File: src/hw/rtl/wpf_pkg.sv
// Shared types and constants of the waypoint path follower.
// Used by every module of the block; depends on nothing.
`default_nettype none

package wpf_pkg;

    // One 3-D point, element 0 is x in the lowest bits
    typedef logic [2:0][31:0] vec3_t;

    localparam int MAX_WAYPOINTS_DEF = 64;

    // Configuration port
    localparam int APB_AW = 4;
    localparam logic [1:0] REG_TOL   = 2'd0;
    localparam logic [1:0] REG_SPEED = 2'd1;
    localparam logic [1:0] REG_STEER = 2'd2;

    localparam logic [31:0] TOL_DEFAULT   = 32'd16384;
    localparam logic [31:0] SPEED_DEFAULT = 32'd196608;

    // Request kinds
    localparam logic [1:0] MODE_CLEAR  = 2'd0;
    localparam logic [1:0] MODE_APPEND = 2'd1;
    localparam logic [1:0] MODE_TICK   = 2'd2;

    // Result status
    localparam logic [1:0] ST_RUN     = 2'd0;
    localparam logic [1:0] ST_SUCCESS = 2'd1;
    localparam logic [1:0] ST_FAIL    = 2'd2;

    // Arithmetic widths
    localparam int MAG_W  = 33;
    localparam int PROD_W = 66;
    localparam int ROOT_W = 33;
    localparam int FRAC_W = 30;

    localparam int IN_W   = 216;
    localparam int OUT_W  = 224;

endpackage

`default_nettype wire

File: src/hw/rtl/wpf_mul.sv
// Shared registered multiplier of the waypoint path follower.
// Depends on wpf_pkg for the operand and product widths.
`default_nettype none

module wpf_mul
    import wpf_pkg::*;
(
    input  wire logic              clk,
    input  wire logic [MAG_W-1:0]  a,
    input  wire logic [MAG_W-1:0]  b,
    output logic      [PROD_W-1:0] p
);

    logic [PROD_W-1:0] p_reg;
    logic [PROD_W-1:0] p_next;

    assign p_next = a * b;

    always_ff @(posedge clk)
    begin
        p_reg <= p_next;
    end

    assign p = p_reg;

endmodule

`default_nettype wire

File: config.mk
export PLATFORM = sky130hd
export DESIGN_NAME = wpf_mul
export DESIGN_NICKNAME = d
export VERILOG_FILES = /design/src/hw/rtl/wpf_pkg.sv /design/src/hw/rtl/wpf_mul.sv
export SDC_FILE = /design/constraint.sdc
export NUM_CORES = 2
export LEC_CHECK = 0
export BUFFER_PORTS_ARGS = -buffer_cell sky130_fd_sc_hd__buf_4
export CORE_MARGIN = 4
export CORE_UTILIZATION = 36
export CTS_CLUSTER_DIAMETER = 40
export DETAILED_ROUTE_END_ITERATION = 6
export PLACE_DENSITY_LB_ADDON = 0.1
export SLEW_MARGIN = 20
export SYNTH_ARGS = -nofsm -noshare
export SYNTH_HDL_FRONTEND = slang
export SYNTH_SLANG_ARGS = --single-unit
File: constraint.sdc
create_clock -name clk -period 10.7 [get_ports clk]
set_input_delay 1.07 -clock clk [delete_from_list [all_inputs] [get_ports clk]]
set_output_delay 1.07 -clock clk [all_outputs]
set_load 0.03 [all_outputs]
==> flow_summary.json <==
{
  "status": "finished clean",
  "grt_first_pass_wirelength_um": 175000,
  "rsz0062_at_grt": "false",
  "finalNetCount": 5290,
  "wire_per_inst_um": 20.8,
  "end_kind": "flop",
  "drt_iter0_drc": 982,
  "synthArstFlopShare_pct": 0,
  "ys_top_cells_by_area": "fa_1, inv_1, and2_1",
  "fmax_mhz": 114,
  "drive_gt1_share_pct": 3.95,
  "synth-seq-cells": 66,
  "synth_edf_count": 0,
  "netlist.top_cell.by_area": "fa_1",
  "cp_max_fo": 33,
  "finalHoldViolations": 0,
  "drt.antenna.violating_nets": 0,
  "grt_max_degree": 34,
  "synth_cell_types": 58,
  "root_buffer": "clkbuf_16",
  "required_ns": 10.91,
  "fp-row-count": 116,
  "largest_reg_flops": 66,
  "pin_count": 133,
  "synth.top_cell.area_share_pct": 52.2,
  "wirelength_um": 111000,
  "synth_area_um2": 36800,
  "die_width_um": 328,
  "via_count": 25600,
  "drc": 0,
  "hold_buffers": 0,
  "portBuffers": 132,
  "synth-warning-count": 0,
  "viasPerCell": 4.78,
  "die_h_um": 328,
  "antenna_found_initial": 4,
  "post-synth-top-count-cell": "inv_1",
  "place.gp.congestion": 0.833,
  "critPathKind": "in2reg",
  "ys.flop_type": "dfxtp_1",
  "cts-resized-gates": 0,
  "syn_area_per_cell_um2": 9.02,
  "hpwl_um": 90000,
  "tightest_slew_ns": 0.748,
  "core_area_um2": 101000,
  "ys_seq_area_share_pct": 3.59,
  "cts-htree-levels": 3,
  "cts_tree": "yes",
  "max-cap-violations": 0,
  "grt_pass1_vias": 29400,
  "dieArea_um2": 107000,
  "cts_buffers": 9,
  "period_needed_ns": 8.79,
  "clkSlewWorstSetupHoldPaths_ns": 0.06,
  "setup-tns-final_ns": 0,
  "startpoint_type": "input pin",
  "start_util_pct": 36.5,
  "cts_max_path_buffers": 2,
  "finalMaxSlewViolations": 0,
  "area_growth_pct": 5.70,
  "synthCells": 4077,
  "finish.utilization_pct": 38.6,
  "min_path_type": "in2reg",
  "grtUsageTotal_pct": 21.5,
  "post_cts_buffers": 0,
  "fillers": 10600,
  "drtPass1Iterations": 5,
  "yosys-top-cells-count": "inv_1, fa_1, and2_1",
  "setup_violations": 0,
  "syn-num-nets": 5367,
  "fin_crit_sh_pct": 82.1,
  "slew-limit-headroom_pct": 50.0,
  "clock_sinks": 66,
  "grt_overflow": 0,
  "worst_ep_arrival_time_ns": 9.00
}
[per-layer routing]
| layer | part of all wire, % | global-route usage, % | up-vias |
|---|---|---|---|
| li1 | - | - | 11500 |
| met1 | 39 | 25.2 | 13600 |
| met2 | 55 | 41.2 | 424 |
| met3 | 2.4 | 1.73 | 138 |
| met4 | 3.6 | 6.66 | 0 |
| met5 | 0 | 0 | - |
[area by class of cell]
cell class	instances	area, um^2	share of cell area (%)
Tap cell	1357	1700	4.37
Inverter	1048	3930	10.1
Timing Repair Buffer	136	1020	2.63
Sequential cell	66	1320	3.40
Clock inverter	1	5.00	0.0129
Multi-Input combinational cell	2739	30600	78.8
Clock buffer	11	243	0.625
Antenna cell	4	10.0	0.0258
[path summary, 6_finish.rpt]
kind | to | depth (start not counted) | slack [ns] | from
worst min-delay path | p[0] | 2 | 1.23 | b[0]
worst max-delay path | p[63] | 28 | 1.91 | a[18]
[logic make-up after synthesis]
| family | synth area share, % |
|---|---|
| AO/OA/AOI/OAI | 3.56 |
| XOR/XNOR | 1.50 |
| adder cells (fa/ha/maj) | 61.2 |
| buffers and inverters | 13.1 |
| flip-flops | 3.59 |
| AND/OR/NAND/NOR | 17.1 |
[cell usage in the layout, fill, tap and decap left out, drive strengths merged, types with 4 or more instances in the layout]
| cell type | n |
|---|---|
| nand2 | 569 |
| nor2 | 29 |
| o21ai | 38 |
| inv | 1048 |
| a211oi | 4 |
| nor2b | 11 |
| xnor2 | 40 |
| buf | 136 |
| dfxtp | 66 |
| and3 | 8 |
| o31ai | 5 |
| xor2 | 23 |
| a21boi | 4 |
| a21oi | 83 |
| clkbuf | 11 |
| ha | 265 |
| diode | 4 |
| o21bai | 14 |
| and2 | 574 |
| nand4 | 19 |
| nand3 | 13 |
| nor3 | 10 |
| o221ai | 4 |
| fa | 958 |
| a31oi | 6 |
| a21o | 28 |
[metrics by stage]
step	cells	cell area [um^2]	setup slack [ns]	hold WS [ns]
final	5362	38900	1.91	1.23
after global routing	5360	38900	1.50	1.23
after CTS	5358	38800	1.96	1.22
after detailed placement	5346	38600	1.62	1.50
after global placement	5346	38600	1.70	1.50
after floorplan	4077	36800	2.70	1.20
[critical path, cell delays in order]
cell and delay, ns:
buf_4 0.26, and2_1 0.25, fa_1 0.50, inv_1 0.06, fa_1 0.52, inv_1 0.05
fa_1 0.48, inv_1 0.07, fa_1 0.53, inv_1 0.05, fa_1 0.52, inv_1 0.06
fa_1 0.54, inv_1 0.05, fa_1 0.48, inv_1 0.05, fa_1 0.55, inv_1 0.07
ha_1 0.39, nand4_1 0.22, or4_1 0.52, a31oi_1 0.25, o21ai_1 0.22, a21oi_1 0.47
a211oi_1 0.16, a21oi_1 0.26, a21o_1 0.19, a41oi_1 0.12
Power is not shown: default switching activity piles up to over one toggle a cycle in this logic, so the estimate is an artifact.
