## config.mk

```make
export PLATFORM = sky130hd
export DESIGN_NAME = wpf_sqrt
export DESIGN_NICKNAME = d
export VERILOG_FILES = /design/src/hw/rtl/wpf_pkg.sv /design/src/hw/rtl/wpf_sqrt.sv
export SDC_FILE = /design/constraint.sdc
export NUM_CORES = 1
export LEC_CHECK = 0
export BUFFER_PORTS_ARGS = -buffer_cell sky130_fd_sc_hd__clkbuf_2
export CAP_MARGIN = 20
export CELL_PAD_IN_SITES_DETAIL_PLACEMENT = 0
export CELL_PAD_IN_SITES_GLOBAL_PLACEMENT = 1
export CORE_MARGIN = 2
export CORE_UTILIZATION = 43
export CTS_BUF_LIST = sky130_fd_sc_hd__clkbuf_4 sky130_fd_sc_hd__clkbuf_8
export DETAILED_ROUTE_END_ITERATION = 8
export GPL_TIMING_DRIVEN = 0
export HOLD_SLACK_MARGIN = 0.08
export PLACE_DENSITY = 0.89
export SLEW_MARGIN = 10
export SYNTH_ARGS = -nofsm -noshare
export SYNTH_HDL_FRONTEND = slang
export SYNTH_SLANG_ARGS = --single-unit
```

## constraint.sdc

```tcl
create_clock -name clk -period 2.4 [get_ports clk]
set_clock_uncertainty 0.05 [all_clocks]
set_input_delay 0.24 -clock clk [delete_from_list [all_inputs] [get_ports clk]]
set_output_delay 0.24 -clock clk [all_outputs]
set_load 0.02 [all_outputs]
```

## src/hw/rtl/wpf_pkg.sv

```systemverilog
// Shared types and constants of the waypoint path follower.
// Used by every module of the block; depends on nothing.
`default_nettype none

package wpf_pkg;

    // One 3-D point, element 0 is x in the lowest bits
    typedef logic [2:0][31:0] vec3_t;

    localparam int MAX_WAYPOINTS_DEF = 64;

    // Configuration port
    localparam int APB_AW = 4;
    localparam logic [1:0] REG_TOL   = 2'd0;
    localparam logic [1:0] REG_SPEED = 2'd1;
    localparam logic [1:0] REG_STEER = 2'd2;

    localparam logic [31:0] TOL_DEFAULT   = 32'd16384;
    localparam logic [31:0] SPEED_DEFAULT = 32'd196608;

    // Request kinds
    localparam logic [1:0] MODE_CLEAR  = 2'd0;
    localparam logic [1:0] MODE_APPEND = 2'd1;
    localparam logic [1:0] MODE_TICK   = 2'd2;

    // Result status
    localparam logic [1:0] ST_RUN     = 2'd0;
    localparam logic [1:0] ST_SUCCESS = 2'd1;
    localparam logic [1:0] ST_FAIL    = 2'd2;

    // Arithmetic widths
    localparam int MAG_W  = 33;
    localparam int PROD_W = 66;
    localparam int ROOT_W = 33;
    localparam int FRAC_W = 30;

    localparam int IN_W   = 216;
    localparam int OUT_W  = 224;

endpackage

`default_nettype wire

```

## src/hw/rtl/wpf_sqrt.sv

```systemverilog
// Bit-serial floor square root, one root bit per cycle.
// Depends on wpf_pkg for the radicand and root widths.
`default_nettype none

module wpf_sqrt
    import wpf_pkg::*;
(
    input  wire logic              clk,
    input  wire logic              rst_n,
    input  wire logic              start,
    input  wire logic [PROD_W-1:0] rad,
    output logic                   done,
    output logic      [ROOT_W-1:0] root
);

    localparam int REM_W = ROOT_W + 2;
    localparam int CNT_W = $clog2(ROOT_W);

    logic [PROD_W-1:0] rad_reg,  rad_next;
    logic [REM_W-1:0]  rem_reg,  rem_next;
    logic [ROOT_W-1:0] root_reg, root_next;
    logic [CNT_W-1:0]  cnt_reg,  cnt_next;
    logic              busy_reg, busy_next;
    logic              done_reg, done_next;

    logic [REM_W+1:0]  rem_sh;
    logic [REM_W+1:0]  trial;

    assign rem_sh = {rem_reg, rad_reg[PROD_W-1 -: 2]};
    assign trial  = {2'b00, root_reg, 2'b01};

    always_comb
    begin
        rad_next  = rad_reg;
        rem_next  = rem_reg;
        root_next = root_reg;
        cnt_next  = cnt_reg;
        busy_next = busy_reg;
        done_next = 1'b0;
        if (start)
        begin
            rad_next  = rad;
            rem_next  = '0;
            root_next = '0;
            cnt_next  = CNT_W'(ROOT_W - 1);
            busy_next = 1'b1;
        end
        else if (busy_reg)
        begin
            rad_next = {rad_reg[PROD_W-3:0], 2'b00};
            if (rem_sh >= trial)
            begin
                rem_next  = REM_W'(rem_sh - trial);
                root_next = {root_reg[ROOT_W-2:0], 1'b1};
            end
            else
            begin
                rem_next  = rem_sh[REM_W-1:0];
                root_next = {root_reg[ROOT_W-2:0], 1'b0};
            end
            if (cnt_reg == '0)
            begin
                busy_next = 1'b0;
                done_next = 1'b1;
            end
            else
            begin
                cnt_next = cnt_reg - 1'b1;
            end
        end
    end

    always_ff @(posedge clk or negedge rst_n)
    begin
        if (!rst_n)
        begin
            busy_reg <= 1'b0;
            done_reg <= 1'b0;
            cnt_reg  <= '0;
        end
        else
        begin
            busy_reg <= busy_next;
            done_reg <= done_next;
            cnt_reg  <= cnt_next;
        end
    end

    always_ff @(posedge clk)
    begin
        rad_reg  <= rad_next;
        rem_reg  <= rem_next;
        root_reg <= root_next;
    end

    assign done = done_reg;
    assign root = root_reg;

endmodule

`default_nettype wire

```

==> report_table.html <==
<table>
<tr><th>Metric</th><th>Value</th></tr>
<tr><th colspan="2">Status</th></tr>
<tr><td>Result of the run</td><td>complete, but fails checks</td></tr>
<tr><td>Violations in the final reports</td><td>negative setup slack</td></tr>
<tr><th colspan="2">Setup path</th></tr>
<tr><td>Maximum fanout encountered on the critical timing path</td><td>7</td></tr>
<tr><td>Worst setup path startpoint</td><td>root[21]</td></tr>
<tr><td>Critical path data required time</td><td>2.68 ns</td></tr>
<tr><td>Nature of the critical path endpoint</td><td>flop</td></tr>
<tr><td>WS Path Type</td><td>flop to flop</td></tr>
<tr><td>Critical R2R Launch</td><td>root[21]</td></tr>
<tr><td>Startpoint types</td><td>flop</td></tr>
<tr><td>R2r worst-path depth</td><td>12</td></tr>
<tr><td>Data arrival time of the critical path</td><td>2.94 ns</td></tr>
<tr><th colspan="2">Placement</th></tr>
<tr><td>Detailed Place HPWL</td><td>13.94 mm</td></tr>
<tr><td>Port Buf Inserts</td><td>101</td></tr>
<tr><td>Worst slack, placed</td><td>-0.4511 ns</td></tr>
<tr><td>Placer's final routability congestion estimate</td><td>0.9019</td></tr>
<tr><td>Total cell area at the placement stage</td><td>9104 um^2</td></tr>
<tr><th colspan="2">Die</th></tr>
<tr><td>Placement row count</td><td>49</td></tr>
<tr><td>Area of the die</td><td>19560 um^2</td></tr>
<tr><td>Effective utilization at floorplan</td><td>0.4402</td></tr>
<tr><td>Vertical die dimension</td><td>139.8 um</td></tr>
<tr><td>Core Footprint</td><td>18020 um^2</td></tr>
<tr><td>Horizontal extent of the die</td><td>139.8 um</td></tr>
<tr><td>Number of top-level pins</td><td>103</td></tr>
<tr><th colspan="2">Job</th></tr>
<tr><td>Max-capacitance violation count</td><td>0</td></tr>
<tr><th colspan="2">Routing</th></tr>
<tr><td>Initial detailed-routing violation count</td><td>424</td></tr>
<tr><td>Wire length after detailed routing</td><td>23.01 mm</td></tr>
<tr><td>ANT nets after route</td><td>0</td></tr>
<tr><td>Average wire per cell in the routed design</td><td>18.15 um</td></tr>
<tr><td>Detailed-route vias per instance</td><td>5.444</td></tr>
<tr><td>Drt first pass iters</td><td>6</td></tr>
<tr><td>Via count</td><td>6903</td></tr>
<tr><td>Final routed DRC violation total</td><td>0</td></tr>
<tr><th colspan="2">Layout</th></tr>
<tr><td>Cell area after layout</td><td>11270 um^2</td></tr>
<tr><td>Number of antenna cells inserted</td><td>0</td></tr>
<tr><td>Net count reported at finish</td><td>1132</td></tr>
<tr><td>Max reg flops</td><td>66</td></tr>
<tr><td>Number of filler instances in the final layout</td><td>1428</td></tr>
<tr><td>Signed area change from the synthesized netlist to the final layout</td><td>42.08%</td></tr>
<tr><td>Fraction of layout instances using a drive strength above 1</td><td>0.4225</td></tr>
<tr><td>Final standard cell utilization of the core</td><td>0.6255</td></tr>
<tr><th colspan="2">CTS</th></tr>
<tr><td>Clock tree from TritonCTS</td><td>yes</td></tr>
<tr><td>Clock root buffer</td><td>sky130_fd_sc_hd__clkbuf_8</td></tr>
<tr><td>Clock insertion delay at the later pin of the skew report</td><td>0.48 ns</td></tr>
<tr><td>Number of clock sinks</td><td>142</td></tr>
<tr><td>Bufs on Longest Clock Path</td><td>2</td></tr>
<tr><td>Count of H-tree levels built during CTS</td><td>4</td></tr>
<tr><td>Worst-path clk slew</td><td>0.10 ns</td></tr>
<tr><td>Cts bufs inserted</td><td>17</td></tr>
<tr><th colspan="2">STA</th></tr>
<tr><td>Fmax</td><td>376.4 MHz</td></tr>
<tr><td>Least setup slack across all paths after layout</td><td>-0.2570 ns</td></tr>
<tr><td>Setup repair after global routing missed its margin</td><td>true</td></tr>
<tr><td>Max_slew headroom</td><td>0.4058</td></tr>
<tr><td>Final setup fails</td><td>36</td></tr>
<tr><td>Final hold violation count</td><td>0</td></tr>
<tr><td>Fin crit share</td><td>1.107</td></tr>
<tr><td>Tmin final</td><td>2.657 ns</td></tr>
<tr><td>Pin slew with the least headroom to its limit</td><td>0.8913 ns</td></tr>
<tr><td>Number of max-slew violations in the final report</td><td>0</td></tr>
<tr><th colspan="2">Yosys</th></tr>
<tr><td>Netlist cell types</td><td>72</td></tr>
<tr><td>Most frequently used flop master after synthesis</td><td>sky130_fd_sc_hd__dfxtp_1</td></tr>
<tr><td>Async set-or-reset flop fraction in the synthesized netlist</td><td>0.05634</td></tr>
<tr><td>Number of storage elements in the synthesis netlist</td><td>142</td></tr>
<tr><td>Syn. warnings</td><td>0</td></tr>
<tr><td>Average cell area after synthesis</td><td>10.31 um^2</td></tr>
<tr><td>Post-synthesis instance area</td><td>7935 um^2</td></tr>
<tr><td>Number of enable-type register cells in the synthesized netlist</td><td>66</td></tr>
<tr><td>Synth Net Count</td><td>876</td></tr>
<tr><td>Syn Inst Count</td><td>770</td></tr>
<tr><td>Sequential area share after synthesis</td><td>0.4465</td></tr>
<tr><th colspan="2">Power and ir drop</th></tr>
<tr><td>Leak</td><td>4.837 nW</td></tr>
<tr><td>Worst vdd rail ir drop</td><td>0.0006138 V</td></tr>
<tr><td>Power density cells</td><td>1284 nW/um^2</td></tr>
<tr><th colspan="2">Global route</th></tr>
<tr><td>Vias in the first global route</td><td>6915</td></tr>
<tr><td>Aggregate global routing overflow</td><td>0</td></tr>
<tr><td>Tot GR Track Use</td><td>0.2314</td></tr>
<tr><td>Initial antenna violation count</td><td>0</td></tr>
<tr><td>Global-route wire length before repair</td><td>35.92 mm</td></tr>
<tr><td>Maximum number of pins on one net before global-route repair</td><td>38</td></tr>
<tr><th colspan="2">Worst hold path</th></tr>
<tr><td>HP Class</td><td>input pin to asynchronous set/reset pin</td></tr>
</table>
layer usage:
layer | GRT usage | up-vias | wire (um)
met1 | 0.2927 | 3298 | 9908
met2 | 0.3956 | 245 | 11250
met3 | 0.05265 | 46 | 1331
li1 | - | 3314 | -
met4 | 0.06895 | 0 | 523
met5 | 0 | - | 0
synth_stat cells (all sizes together) (12+ instances only):
master | count | area [um^2]
o21ai | 26 | 133.9
mux2 | 65 | 735.7
dfxtp | 68 | 1361
clkbuf | 20 | 76.32
and2 | 12 | 78.83
inv | 49 | 183.9
edfxtp | 66 | 1982
xnor2 | 21 | 183.9
buf | 17 | 95.08
a21oi | 35 | 182.7
a211oi | 21 | 162.6
mux2i | 55 | 550.5
ha | 37 | 462.9
nor2 | 81 | 304.0
nand2 | 44 | 165.2
area by class of cell:
| cell class | count | area (um^2) | area share |
|---|---|---|---|
| inverters | 49 | 195.2 | 0.01731 |
| repair inverters | 1 | 7.507 | 0.0006659 |
| clock buffers | 17 | 234.0 | 0.02075 |
| multi-input cells | 542 | 4726 | 0.4192 |
| repair buffers | 239 | 1772 | 0.1571 |
| flip-flops and latches | 142 | 3640 | 0.3228 |
| clock inverters | 15 | 190.2 | 0.01687 |
| plain buffers | 34 | 224.0 | 0.01986 |
| well taps | 229 | 286.5 | 0.02541 |
cell usage in the layout (no fill, tap or decap), types with 13 or more instances in the layout:
master and count:
sky130_fd_sc_hd__clkbuf_2 101, sky130_fd_sc_hd__nor2_1 79, sky130_fd_sc_hd__dlygate4sd3_1 67, sky130_fd_sc_hd__edfxtp_1 66, sky130_fd_sc_hd__mux2_2 64, sky130_fd_sc_hd__buf_4 61
sky130_fd_sc_hd__mux2i_1 52, sky130_fd_sc_hd__nand2_1 40, sky130_fd_sc_hd__inv_1 28, sky130_fd_sc_hd__dfxtp_1 27, sky130_fd_sc_hd__a21oi_1 26, sky130_fd_sc_hd__ha_4 26
sky130_fd_sc_hd__dfxtp_2 23, sky130_fd_sc_hd__xnor2_1 19, sky130_fd_sc_hd__clkbuf_1 18, sky130_fd_sc_hd__dfxtp_4 18, sky130_fd_sc_hd__inv_2 17, sky130_fd_sc_hd__clkbuf_8 17
sky130_fd_sc_hd__a211oi_1 16, sky130_fd_sc_hd__o21ai_0 14, sky130_fd_sc_hd__buf_6 13
timing repair:
action / CTS / global route
endpoints found under the setup margin: 102 / 36
pin swaps: 36 / 29
endpoints found under the hold margin: 74 / 0
hold buffers: 67 / 0
cloned: 4 / 2
resized for setup: 90 / 38
setup buffers: 49 / 18
critical path, stage by stage (launching register included):
cell,delay (ns)
sky130_fd_sc_hd__dfxtp_2,0.37
sky130_fd_sc_hd__inv_2,0.05
sky130_fd_sc_hd__ha_4,0.30
sky130_fd_sc_hd__nand4_1,0.15
sky130_fd_sc_hd__nor3_2,0.29
sky130_fd_sc_hd__nand3_2,0.13
sky130_fd_sc_hd__o221ai_2,0.21
sky130_fd_sc_hd__a21oi_2,0.05
sky130_fd_sc_hd__o211ai_2,0.21
sky130_fd_sc_hd__buf_6,0.21
sky130_fd_sc_hd__clkbuf_16,0.18
sky130_fd_sc_hd__mux2i_1,0.22
sky130_fd_sc_hd__a211oi_1,0.09
path summary, 6_finish.rpt:
check                           slack [ns]           to
max in group asynchronous             2.02   cnt_reg[4]
worst max-delay path                 -0.26  rem_reg[19]
min in group clk                      0.43  rem_reg[14]
worst min-delay path                  0.09         done
worst max register to register       -0.26  rem_reg[19]
worst min register to register        0.43  rem_reg[14]
through the flow:
stage | hold slack (ns) | power [mW] | setup TNS, ns | cells
after floorplan | -0.1056 | 8.520 | -0.4421 | 770
after global placement | 0.04208 | 9.829 | -73.87 | 1100
after detailed placement | 0.04553 | 9.894 | -33.83 | 1101
after CTS | 0.09431 | 13.55 | -6.033 | 1252
after global routing | 0.1200 | 15.27 | -9.922 | 1268
final | 0.09412 | 14.48 | -6.302 | 1268
where the power goes:
part | internal, mW | total [mW] | leakage, nW | switching, mW
Sequential | 3.12 | 3.51 | 1.38 | 0.391
Combinational | 4.55 | 8.84 | 3.25 | 4.29
Clock | 0.980 | 2.13 | 0.213 | 1.15
Total | 8.65 | 14.5 | 4.84 | 5.83
cells by family after synthesis:
| kind of cell | after synthesis | share of synthesized area |
|---|---|---|
| buf+inv | 86 | 0.04478 |
| xor+xnor | 32 | 0.03532 |
| flops | 142 | 0.4465 |
| compound gates | 146 | 0.1277 |
| fa+ha+maj | 37 | 0.05834 |
| mux | 120 | 0.1621 |
| simple gates | 207 | 0.1252 |
Note: power is estimated with default switching activity, not from simulation.
