===== src/hw/rtl/wpf_pkg.sv =====
// Shared types and constants of the waypoint path follower.
// Used by every module of the block; depends on nothing.
`default_nettype none

package wpf_pkg;

    // One 3-D point, element 0 is x in the lowest bits
    typedef logic [2:0][31:0] vec3_t;

    localparam int MAX_WAYPOINTS_DEF = 64;

    // Configuration port
    localparam int APB_AW = 4;
    localparam logic [1:0] REG_TOL   = 2'd0;
    localparam logic [1:0] REG_SPEED = 2'd1;
    localparam logic [1:0] REG_STEER = 2'd2;

    localparam logic [31:0] TOL_DEFAULT   = 32'd16384;
    localparam logic [31:0] SPEED_DEFAULT = 32'd196608;

    // Request kinds
    localparam logic [1:0] MODE_CLEAR  = 2'd0;
    localparam logic [1:0] MODE_APPEND = 2'd1;
    localparam logic [1:0] MODE_TICK   = 2'd2;

    // Result status
    localparam logic [1:0] ST_RUN     = 2'd0;
    localparam logic [1:0] ST_SUCCESS = 2'd1;
    localparam logic [1:0] ST_FAIL    = 2'd2;

    // Arithmetic widths
    localparam int MAG_W  = 33;
    localparam int PROD_W = 66;
    localparam int ROOT_W = 33;
    localparam int FRAC_W = 30;

    localparam int IN_W   = 216;
    localparam int OUT_W  = 224;

endpackage

`default_nettype wire


===== src/hw/rtl/wpf_div.sv =====
// Restoring divider for the step fraction (num << 30) / den, num < den.
// One quotient bit per cycle; depends on wpf_pkg for widths.
`default_nettype none

module wpf_div
    import wpf_pkg::*;
(
    input  wire logic              clk,
    input  wire logic              rst_n,
    input  wire logic              start,
    input  wire logic [ROOT_W-1:0] num,
    input  wire logic [ROOT_W-1:0] den,
    output logic                   done,
    output logic      [FRAC_W-1:0] quo
);

    localparam int CNT_W = $clog2(FRAC_W);

    logic [ROOT_W-1:0] r_reg,    r_next;
    logic [ROOT_W-1:0] den_reg,  den_next;
    logic [FRAC_W-1:0] q_reg,    q_next;
    logic [CNT_W-1:0]  cnt_reg,  cnt_next;
    logic              busy_reg, busy_next;
    logic              done_reg, done_next;

    logic [ROOT_W:0]   r_sh;

    assign r_sh = {r_reg, 1'b0};

    always_comb
    begin
        r_next    = r_reg;
        den_next  = den_reg;
        q_next    = q_reg;
        cnt_next  = cnt_reg;
        busy_next = busy_reg;
        done_next = 1'b0;
        if (start)
        begin
            r_next    = num;
            den_next  = den;
            q_next    = '0;
            cnt_next  = CNT_W'(FRAC_W - 1);
            busy_next = 1'b1;
        end
        else if (busy_reg)
        begin
            if (r_sh >= {1'b0, den_reg})
            begin
                r_next = ROOT_W'(r_sh - {1'b0, den_reg});
                q_next = {q_reg[FRAC_W-2:0], 1'b1};
            end
            else
            begin
                r_next = r_sh[ROOT_W-1:0];
                q_next = {q_reg[FRAC_W-2:0], 1'b0};
            end
            if (cnt_reg == '0)
            begin
                busy_next = 1'b0;
                done_next = 1'b1;
            end
            else
            begin
                cnt_next = cnt_reg - 1'b1;
            end
        end
    end

    always_ff @(posedge clk or negedge rst_n)
    begin
        if (!rst_n)
        begin
            busy_reg <= 1'b0;
            done_reg <= 1'b0;
            cnt_reg  <= '0;
        end
        else
        begin
            busy_reg <= busy_next;
            done_reg <= done_next;
            cnt_reg  <= cnt_next;
        end
    end

    always_ff @(posedge clk)
    begin
        r_reg   <= r_next;
        den_reg <= den_next;
        q_reg   <= q_next;
    end

    assign done = done_reg;
    assign quo  = q_reg;

endmodule

`default_nettype wire


===== config.mk =====
export PLATFORM = sky130hd
export DESIGN_NAME = wpf_div
export DESIGN_NICKNAME = d
export VERILOG_FILES = /design/src/hw/rtl/wpf_pkg.sv /design/src/hw/rtl/wpf_div.sv
export SDC_FILE = /design/constraint.sdc
export NUM_CORES = 1
export LEC_CHECK = 0
export BUFFER_PORTS_ARGS = -buffer_cell sky130_fd_sc_hd__buf_2
export CELL_PAD_IN_SITES_DETAIL_PLACEMENT = 0
export CELL_PAD_IN_SITES_GLOBAL_PLACEMENT = 1
export CORE_ASPECT_RATIO = 0.75
export CORE_MARGIN = 3
export CORE_UTILIZATION = 47
export DETAILED_ROUTE_END_ITERATION = 8
export GPL_TIMING_DRIVEN = 1
export PLACE_DENSITY_LB_ADDON = 0.1
export SYNTH_ARGS = -nofsm -noshare
export SYNTH_HDL_FRONTEND = slang
export SYNTH_SLANG_ARGS = --single-unit

===== constraint.sdc =====
create_clock -name clk -period 7.1 [get_ports clk]
set_input_delay 1.42 -clock clk [delete_from_list [all_inputs] [get_ports clk]]
set_output_delay 1.42 -clock clk [all_outputs]
set_load 0.05 [all_outputs]

==> results.txt, run 1 <==
status: complete, no violations
Setup Skew: 0.01094 ns
area leader, netlist: edfxtp_1
Worst Path Required: 7.24 ns
most frequent cell after synthesis: nor2_1
Worst-Skew Late Latency: 0.35 ns
Int Power: 1.614 mW
Global Route met1 Usage: 29.61%
Worst VDD drop: 171.4 uV
largest family of logic cells by synthesized area: compound AO/OA/AOI/OAI gates
Final min period: 3.564 ns
FF+latch count, synth: 103
grt met3 use: 4.062%
Async SR Flop Fraction: 6.796%
GR Overflow Total: 0
synthesized area: 6071 um2
Static Leak: 3.213 nW
Synth Area in Compound Gates: 15.58%
total net switching power: 1.152 mW
DR pass1 iterations: 5
sequential share of the synthesized area: 45.42%
Fin. Hold Viols: 0
layout cell share with drive strength beyond 1: 20.71%
crit path max fanout: 28
Clock Power Share: 17.3%
synth top area cells: edfxtp_1 (33%), dfxtp_1 (9.9%), ha_1 (7.2%), mux2i_1 (4.9%), a21oi_1 (4.8%)
fin. max-slew vios: 0
most frequent cells after synthesis: nor2_1 (76), edfxtp_1 (66), a21oi_1 (58), inv_1 (50), nand2_1 (37)
final setup fails: 0
number of global-route vias before repair: 4476
Pwr Total: 2.766 mW
Rows: 35
violation count after the first detailed-route iteration: 279
simple-gate share of the synthesized area: 13.87%
combinational cell fraction of total power: 51.5%
DRC Markers: 0
Synth Flop Type: edfxtp_1
CP startpoint: r_reg[0]
CP endpoint kind: flip-flop
Hold WC Path Type: reg2reg
xor and xnor fraction of the mapped netlist area: 4.617%
WHS Path Cells: 2
initial antenna violation count: 0
htree depth: 3
Least-Margin Pin Slew: 1.058 ns
post-DR vias/cell: 5.452
clk buf depth: 2
hold endpoint: quo[29]
Inserted Diodes: 0
die area: 14330 um2
DP HPWL: 9929 um
Reg2Reg Depth: 10
largest net degree at the start of global routing: 78
CTS resizes: 0
chip width: 137.2 um
number of distinct library cells after synthesis: 60
port bufs: 99
gr usage total: 19.14%
die height: 104.4 um
clock root buffer: clkbuf_16
total number of vias: 4749
gpl congestion: 0.8640
Power Density: 398.0 nW/um2
Relative slew margins: 29.47%
Max-Cap Viols: 0
fin nets: 805
first-pass GRT wire length: 22120 um
met2 GRT Util: 27.29%
Routed Wire Length: 13630 um
CTS tree: yes
average size of a mapped cell: 9.839 um2
RSZ-0062 raised after global routing: false
Core Box Area: 12440 um2
R2R Path End: r_reg[26]
post-synthesis mux area share: 7.729%
Flop pwr share: 31.2%
CP Launch Type: flip-flop
post-synth top area share: 32.65%
Setup TNS: 0 ns
Setup Fix Bufs, Post-CTS: 0
Sw Share: 41.64%
r2r startpoint: r_reg[0]
Max Clk Rate: 280.6 MHz
Arr. time, crit path: 3.71 ns
Hold Buf Count CTS: 0
IO Pins: 100
Tcrit/Tclk final: 50.20%
area grow syn2layout: 14.49%
CTS Buf Count: 9
CP Class: reg2reg
clock-pin slew on the worst setup and hold paths: 0.07 ns
total number of yosys warnings: 0
Worst Hold Slack: 0.5020 ns
initial core utilization: 48.81%
number of synthesized flops with an enable pin: 66
clk sink count: 103
origin of the worst min-delay path: quo[29]
Most Crowded Layer GR: met1
Syn Nets: 722
cell count after synthesis: 617
Adder-Cell Fraction of Synth Area: 7.543%
r2r setup slk: 3.54 ns
post-route ant nets: 0
routed len/inst: 15.65 um
==> power groups by stage <==
| stage | logic (mW) | clock network (mW) | registers, mW |
|---|---|---|---|
| finish | 1.42 | 0.477 | 0.864 |
| detailed placement | 1.41 | 0 | 0.873 |
| global placement | 1.39 | 0 | 0.871 |
| floorplan | 1.11 | 0 | 0.870 |
| CTS | 1.42 | 0.492 | 0.864 |
| global route | 1.60 | 0.512 | 0.879 |
==> cell type report <==
type / instances / area [um2]
Clock buffer: 9 / 225.2
Clock inverter: 7 / 56.30
Fill cell: 1155 / 5487
Inverter: 50 / 187.7
Multi-Input combinational cell: 434 / 2995
Sequential cell: 103 / 2758
Tap cell: 166 / 207.7
Timing Repair Buffer: 102 / 520.5
==> cell families (layout without fill, tap and decap cells) <==
family | after synthesis | after routing
DFF | 103 | 103
buffers and inverters | 80 | 168
xor gates and xnor gates | 32 | 32
and+or+nand+nor | 179 | 179
muxes | 45 | 45
adders and majority gates | 36 | 36
AOI/OAI and AO/OA | 142 | 142
==> layout by cell type (no fill, tap or decap), drive strengths merged, types with 7 or more instances in the layout <==
master  instances
buf           102
dfxtp          30
a21oi          61
nor2           76
nand2          37
xor2           19
ha             35
mux2i          30
o21ai          17
nor3            8
edfxtp         66
nand4          10
inv            52
a21o            8
dfrtp           7
a31oi           7
nand2b         10
clkbuf          9
nand3           7
xnor2          13
mux2           15
a211oi          9
==> stage by stage <==
step	area [um2]	util, %	worst slack (ns)	cells
final	6950	55.89	3.536	871
after global routing	6950	55.89	3.294	871
after CTS	6950	55.89	3.528	871
after detailed placement	6669	53.62	3.278	855
after global placement	6669	53.62	3.357	855
after floorplan	6071	-	4.034	617
==> worst max-delay path: stages, from the launching register on <==
cell	delay, ns
edfxtp_1	0.38
inv_1	0.07
fa_1	0.45
nand2b_1	0.20
a21oi_2	0.23
o21ba_4	0.19
nor3_2	0.07
o41ai_4	0.33
a21o_1	0.88
o211ai_1	0.20
a32oi_1	0.36
==> worst max path at each step <==
stage                            end  slack, ns  cells after the start
final                      r_reg[26]       3.54                     10
after global placement    cnt_reg[3]       3.36                      8
after floorplan           cnt_reg[3]       4.03                      6
after detailed placement  cnt_reg[3]       3.28                      8
after global routing       r_reg[26]       3.29                     10
after CTS                  r_reg[26]       3.53                     10
==> layer usage <==
layer	up-vias	wire, um
li1	2370	-
met3	9	663
met5	-	0
met2	106	5841
met1	2264	7033
met4	0	90
Power figures use the tool's default switching activity.
==> run 2: changes to the inputs <==
--- a/config.mk
+++ b/config.mk
@@ -10,7 +10,7 @@
 export CELL_PAD_IN_SITES_GLOBAL_PLACEMENT = 1
 export CORE_ASPECT_RATIO = 0.75
 export CORE_MARGIN = 3
-export CORE_UTILIZATION = 47
+export CORE_UTILIZATION = 44
 export DETAILED_ROUTE_END_ITERATION = 8
 export GPL_TIMING_DRIVEN = 1
 export PLACE_DENSITY_LB_ADDON = 0.1
==> constraint.sdc (replaced) <==
create_clock -name clk -period 3.7 [get_ports clk]
set_input_delay 0.74 -clock clk [delete_from_list [all_inputs] [get_ports clk]]
set_output_delay 0.74 -clock clk [all_outputs]
set_load 0.05 [all_outputs]
==> run 2 against run 1 <==
Effect of this change: flip-flop and latch count is the same; power up 96%; clock skew grew 0.0013 ns; highest routed layer unchanged; non-clock buffer count increased by 6; critical path type unchanged; combinational power up 96%.
==> results.txt, run 2 (same netlist as run 1, synthesis figures left out) <==
Max-Cap Viols: 0
clock root buffer: clkbuf_16
area grow syn2layout: 15.95%
Tcrit/Tclk final: 84.83%
DR pass1 iterations: 4
layout cell share with drive strength beyond 1: 21.38%
Worst VDD drop: 306.0 uV
GR Overflow Total: 0
htree depth: 3
most frequent cells in the layout: buf_2 (98), nor2_1 (76), edfxtp_1 (66), a21oi_1 (58), inv_1 (50)
CP endpoint kind: flip-flop
violation count after the first detailed-route iteration: 367
Placement Cell Area: 6720 um2
port bufs: 99
Core Box Area: 13240 um2
Setup TNS: 0 ns
Final min period: 3.139 ns
number of global-route vias before repair: 4516
Relative slew margins: 51.28%
CP Class: reg2reg
clk sink count: 103
DP HPWL: 10290 um
Inserted Diodes: 0
post-route ant nets: 0
Power Density: 770.3 nW/um2
Hold WC Path Type: in2async
clock-pin slew on the worst setup and hold paths: 0.08 ns
post-DR vias/cell: 5.333
Max Clk Rate: 318.6 MHz
Finished Cell Area: 7039 um2
chip width: 141.6 um
initial core utilization: 45.84%
Rows: 36
Fillers: 1314
CTS resizes: 0
final setup fails: 0
RSZ-0062 raised after global routing: false
Static Leak: 3.257 nW
crit path max fanout: 4
initial antenna violation count: 0
Worst Path Required: 3.81 ns
die height: 107.7 um
Setup Fix Bufs, Post-CTS: 0
CTS tree: yes
CP Launch Type: flip-flop
gr usage total: 18.72%
clk buf depth: 2
total number of vias: 4704
CTS Buf Count: 9
commonest non-fill, non-tap cell in the layout: buf_2
Hold Buf Count CTS: 0
DRC Markers: 0
routed len/inst: 15.71 um
register area: 2758 um2
largest net degree at the start of global routing: 42
first-pass GRT wire length: 23000 um
Routed Wire Length: 13850 um
multi-input logic area: 2995 um2
fin nets: 811
Fin. Hold Viols: 0
Least-Margin Pin Slew: 0.7246 ns
IO Pins: 100
status: complete, no violations
fin. max-slew vios: 0
Setup Skew: 0.01228 ns
Worst-Skew Late Latency: 0.35 ns
Arr. time, crit path: 3.25 ns
die area: 15260 um2
gpl congestion: 0.8675
## run 2: changes by cell type in the layout (fill, tap and decap cells not counted), sizes merged
cell and delta:
buf +6, inv +1, clkinv -2, clkbuf +1
## run 2: area by class of cell
class	count	area share (%)
Tap cell	171	3.039
Inverter	50	2.666
Sequential cell	103	39.18
Clock inverter	6	0.9776
Multi-Input combinational cell	434	42.55
Clock buffer	10	3.555
Timing Repair Buffer	108	8.034
## run 2: worst paths after layout
kind	startpoint	to	slack (ns)	cells past startpoint
worst max register to register	r_reg[0]	r_reg[20]	0.56	11
worst min register to register	quo[29]	quo[29]	0.51	2
min in group clk	quo[29]	quo[29]	0.51	2
max in group asynchronous	rst_n	cnt_reg[4]	3.33	1
worst max-delay path	r_reg[0]	r_reg[20]	0.56	11
worst min-delay path	rst_n	done	0.21	1
## run 2: per-layer routing
| metal | wire length [um] | up-vias | global-route usage [%] |
|---|---|---|---|
| met5 | 0 | - | 0 |
| met2 | 5791 | 95 | 27.60 |
| met1 | 7369 | 2218 | 28.52 |
| li1 | - | 2384 | - |
| met4 | 93 | 0 | 3.767 |
| met3 | 598 | 7 | 3.641 |
## run 2: worst max-delay path, cell delays in order (launching register included)
cell	delay, ns
edfxtp_1	0.38
inv_1	0.07
fa_1	0.46
nand2b_1	0.19
a21oi_2	0.24
nor3b_1	0.08
o31ai_1	0.38
a21oi_1	0.21
o21ai_0	0.36
xnor2_1	0.16
o21ai_0	0.09
mux2_2	0.26
## run 2: power breakdown
group	switching, mW	internal, mW	total (mW)
sequential	0.131	1.52	1.66
combinational	1.65	1.13	2.78
clock	0.466	0.520	0.986
## run 2: metrics by stage
step / hold slack, ns / utilization [%] / power [mW] / worst slack (ns) / std cells
after floorplan: 0.4444 / - / 3.801 / 0.8942 / 617
after global placement: 0.4678 / 50.75 / 4.400 / 0.6414 / 866
after detailed placement: 0.4917 / 50.75 / 4.414 / 0.5954 / 866
after CTS: 0.2041 / 53.16 / 5.446 / 0.5637 / 882
after global routing: 0.2105 / 53.16 / 5.881 / 0.3785 / 882
final: 0.2136 / 53.16 / 5.422 / 0.5612 / 882
==> run 3: changes to the inputs <==
==> constraint.sdc (replaced) <==
create_clock -name clk -period 3.1 [get_ports clk]
set_input_delay 0.62 -clock clk [delete_from_list [all_inputs] [get_ports clk]]
set_output_delay 0.62 -clock clk [all_outputs]
set_load 0.05 [all_outputs]
==> run 3 against run 2 <==
Effect of this change: power increased by 24%; first-iteration DRC count fell by 29%; clock skew down 0.0022 ns; sequential power is 20% higher; global-route usage up 0.30 points; register-to-register slack worse by 0.47 ns; count of clock-buffer cells in the layout did not move; flip-flop and latch count unchanged; critical path depth fell by 1; sequential share of layout area shrank 1.1 points; critical path type unchanged; largest cell class unchanged.
==> results.txt, run 3 (same netlist as run 1, synthesis figures left out) <==
die height: 107.7 um
commonest non-fill, non-tap cell in the layout: buf_2
multi-input logic area: 3062 um2
Least-Margin Pin Slew: 0.5173 ns
Fin. Hold Viols: 0
IO Pins: 100
critical path buffer and inverter count: 1
fin. max-slew vios: 0
clock root buffer: clkbuf_16
DRC Markers: 0
Non-Filler Instances: 900
slowest CP cell: or4_1
clock-pin slew on the worst setup and hold paths: 0.08 ns
clk sink count: 103
fin nets: 829
number of global-route vias before repair: 4551
most frequent cells in the layout: buf_2 (98), nor2_1 (76), edfxtp_1 (66), a21oi_1 (58), inv_1 (50)
CP Launch Type: flip-flop
chip width: 141.6 um
Max-Cap Viols: 0
Hold WC Path Type: in2async
first-pass GRT wire length: 23230 um
die area: 15260 um2
post-DR vias/cell: 5.256
Critical Path Sink: r_reg[26]
Setup Skew: 0.01006 ns
status: complete, no violations
Reg2Reg Depth: 10
Finished Cell Area: 7237 um2
Hold Buf Count CTS: 0
critical path depth: 10
initial antenna violation count: 0
Core Box Area: 13240 um2
r2r setup slk: 0.09 ns
layout cell share with drive strength beyond 1: 24.69%
Relative slew margins: 65.15%
placed insts: 879
initial core utilization: 45.84%
largest net degree at the start of global routing: 42
htree depth: 3
Crit path max-delay family: compound AO/OA/AOI/OAI gates
CP peak stage delay: 0.46 ns
CTS tree: yes
DR pass1 iterations: 5
gpl congestion: 0.8886
Routed Wire Length: 14070 um
R2R Path End: r_reg[26]
routed len/inst: 15.64 um
CP Cell Sequence: fa_2 > nand2b_4 > a21oi_4 > o21ba_4 > nor3_2 > o41ai_4 > a21oi_2 > buf_6 > or4_1 > a32oi_1
Worst VDD drop: 508.5 uV
final setup fails: 0
Inserted Diodes: 0
Worst-Skew Late Latency: 0.36 ns
violation count after the first detailed-route iteration: 259
CP Class: reg2reg
DP HPWL: 10730 um
Final min period: 3.006 ns
Static Leak: 3.341 nW
Arr. time, crit path: 3.20 ns
Max Clk Rate: 332.6 MHz
RSZ-0062 raised after global routing: true
post-route ant nets: 0
Rows: 36
clk buf depth: 2
Worst Path Required: 3.30 ns
area grow syn2layout: 19.21%
crit path max fanout: 9
CP startpoint: den_reg[1]
CP endpoint kind: flip-flop
total number of vias: 4730
GR Overflow Total: 0
Power Density: 926.6 nW/um2
port bufs: 99
Fillers: 1219
CTS Buf Count: 9
register area: 2758 um2
Tcrit/Tclk final: 96.98%
gr usage total: 19.03%
r2r startpoint: den_reg[1]
Placement Cell Area: 6818 um2
run 3: cell types whose count changed in the layout (fill, tap and decap cells not counted), sizes merged:
cell,before,now
clkinvlp,0,1
buf,108,126
inv,53,52
run 3: report_power, final:
part | internal, mW | leakage, nW | total [mW] | switching [mW]
logic | 1.53 | 2.20 | 3.55 | 2.03
clock network | 0.612 | 0.149 | 1.16 | 0.550
registers | 1.82 | 0.988 | 1.99 | 0.169
total | 3.96 | 3.34 | 6.71 | 2.75
run 3: per-stage QoR:
stage          TNS [ns]  power [mW]  hold slack (ns)  setup WS, ns  utilization, %
3_3_place_gp          0       5.407           0.4566       0.09672           51.48
6_report              0       6.706          0.08338       0.09353           54.65
2_1_floorplan         0       4.537           0.3244        0.2942               -
5_1_grt        -0.01827       7.250          0.07986      -0.01261           54.65
4_1_cts               0       6.627          0.07635       0.02205           53.84
3_5_place_dp          0       5.424           0.4634       0.02981           51.48
run 3: how the worst min path moves through the flow:
stage	from	to	slack (ns)	cells past startpoint
after floorplan	rst_n	busy_reg	0.32	0
final	rst_n	cnt_reg[0]	0.08	1
after global routing	rst_n	busy_reg	0.08	1
after CTS	rst_n	done	0.08	1
after global placement	rst_n	done	0.46	1
after detailed placement	rst_n	done	0.46	1
run 3: final cells by class:
class                      instances  share of cell area [%]
clock buffer                      10                   3.458
tap                              171                   2.956
multi-input combinational        434                   42.31
clock inverter                     6                  0.8472
inverter                          50                   2.593
timing repair buffer             126                   9.734
sequential                       103                   38.11
run 3: layer usage:
metal	share of wire [%]	vias to the layer above	GRT usage, %
li1	-	2430	-
met1	52	2182	28.87
met3	5.1	12	4.707
met2	42	106	27.17
met4	0.95	0	4.315
met5	0	-	0
run 3: timing repair:
action | 4_1_cts | 5_1_grt
setup buffers | 0 | 6
endpoints found under the setup margin | 0 | 19
gates resized for setup | 0 | 13
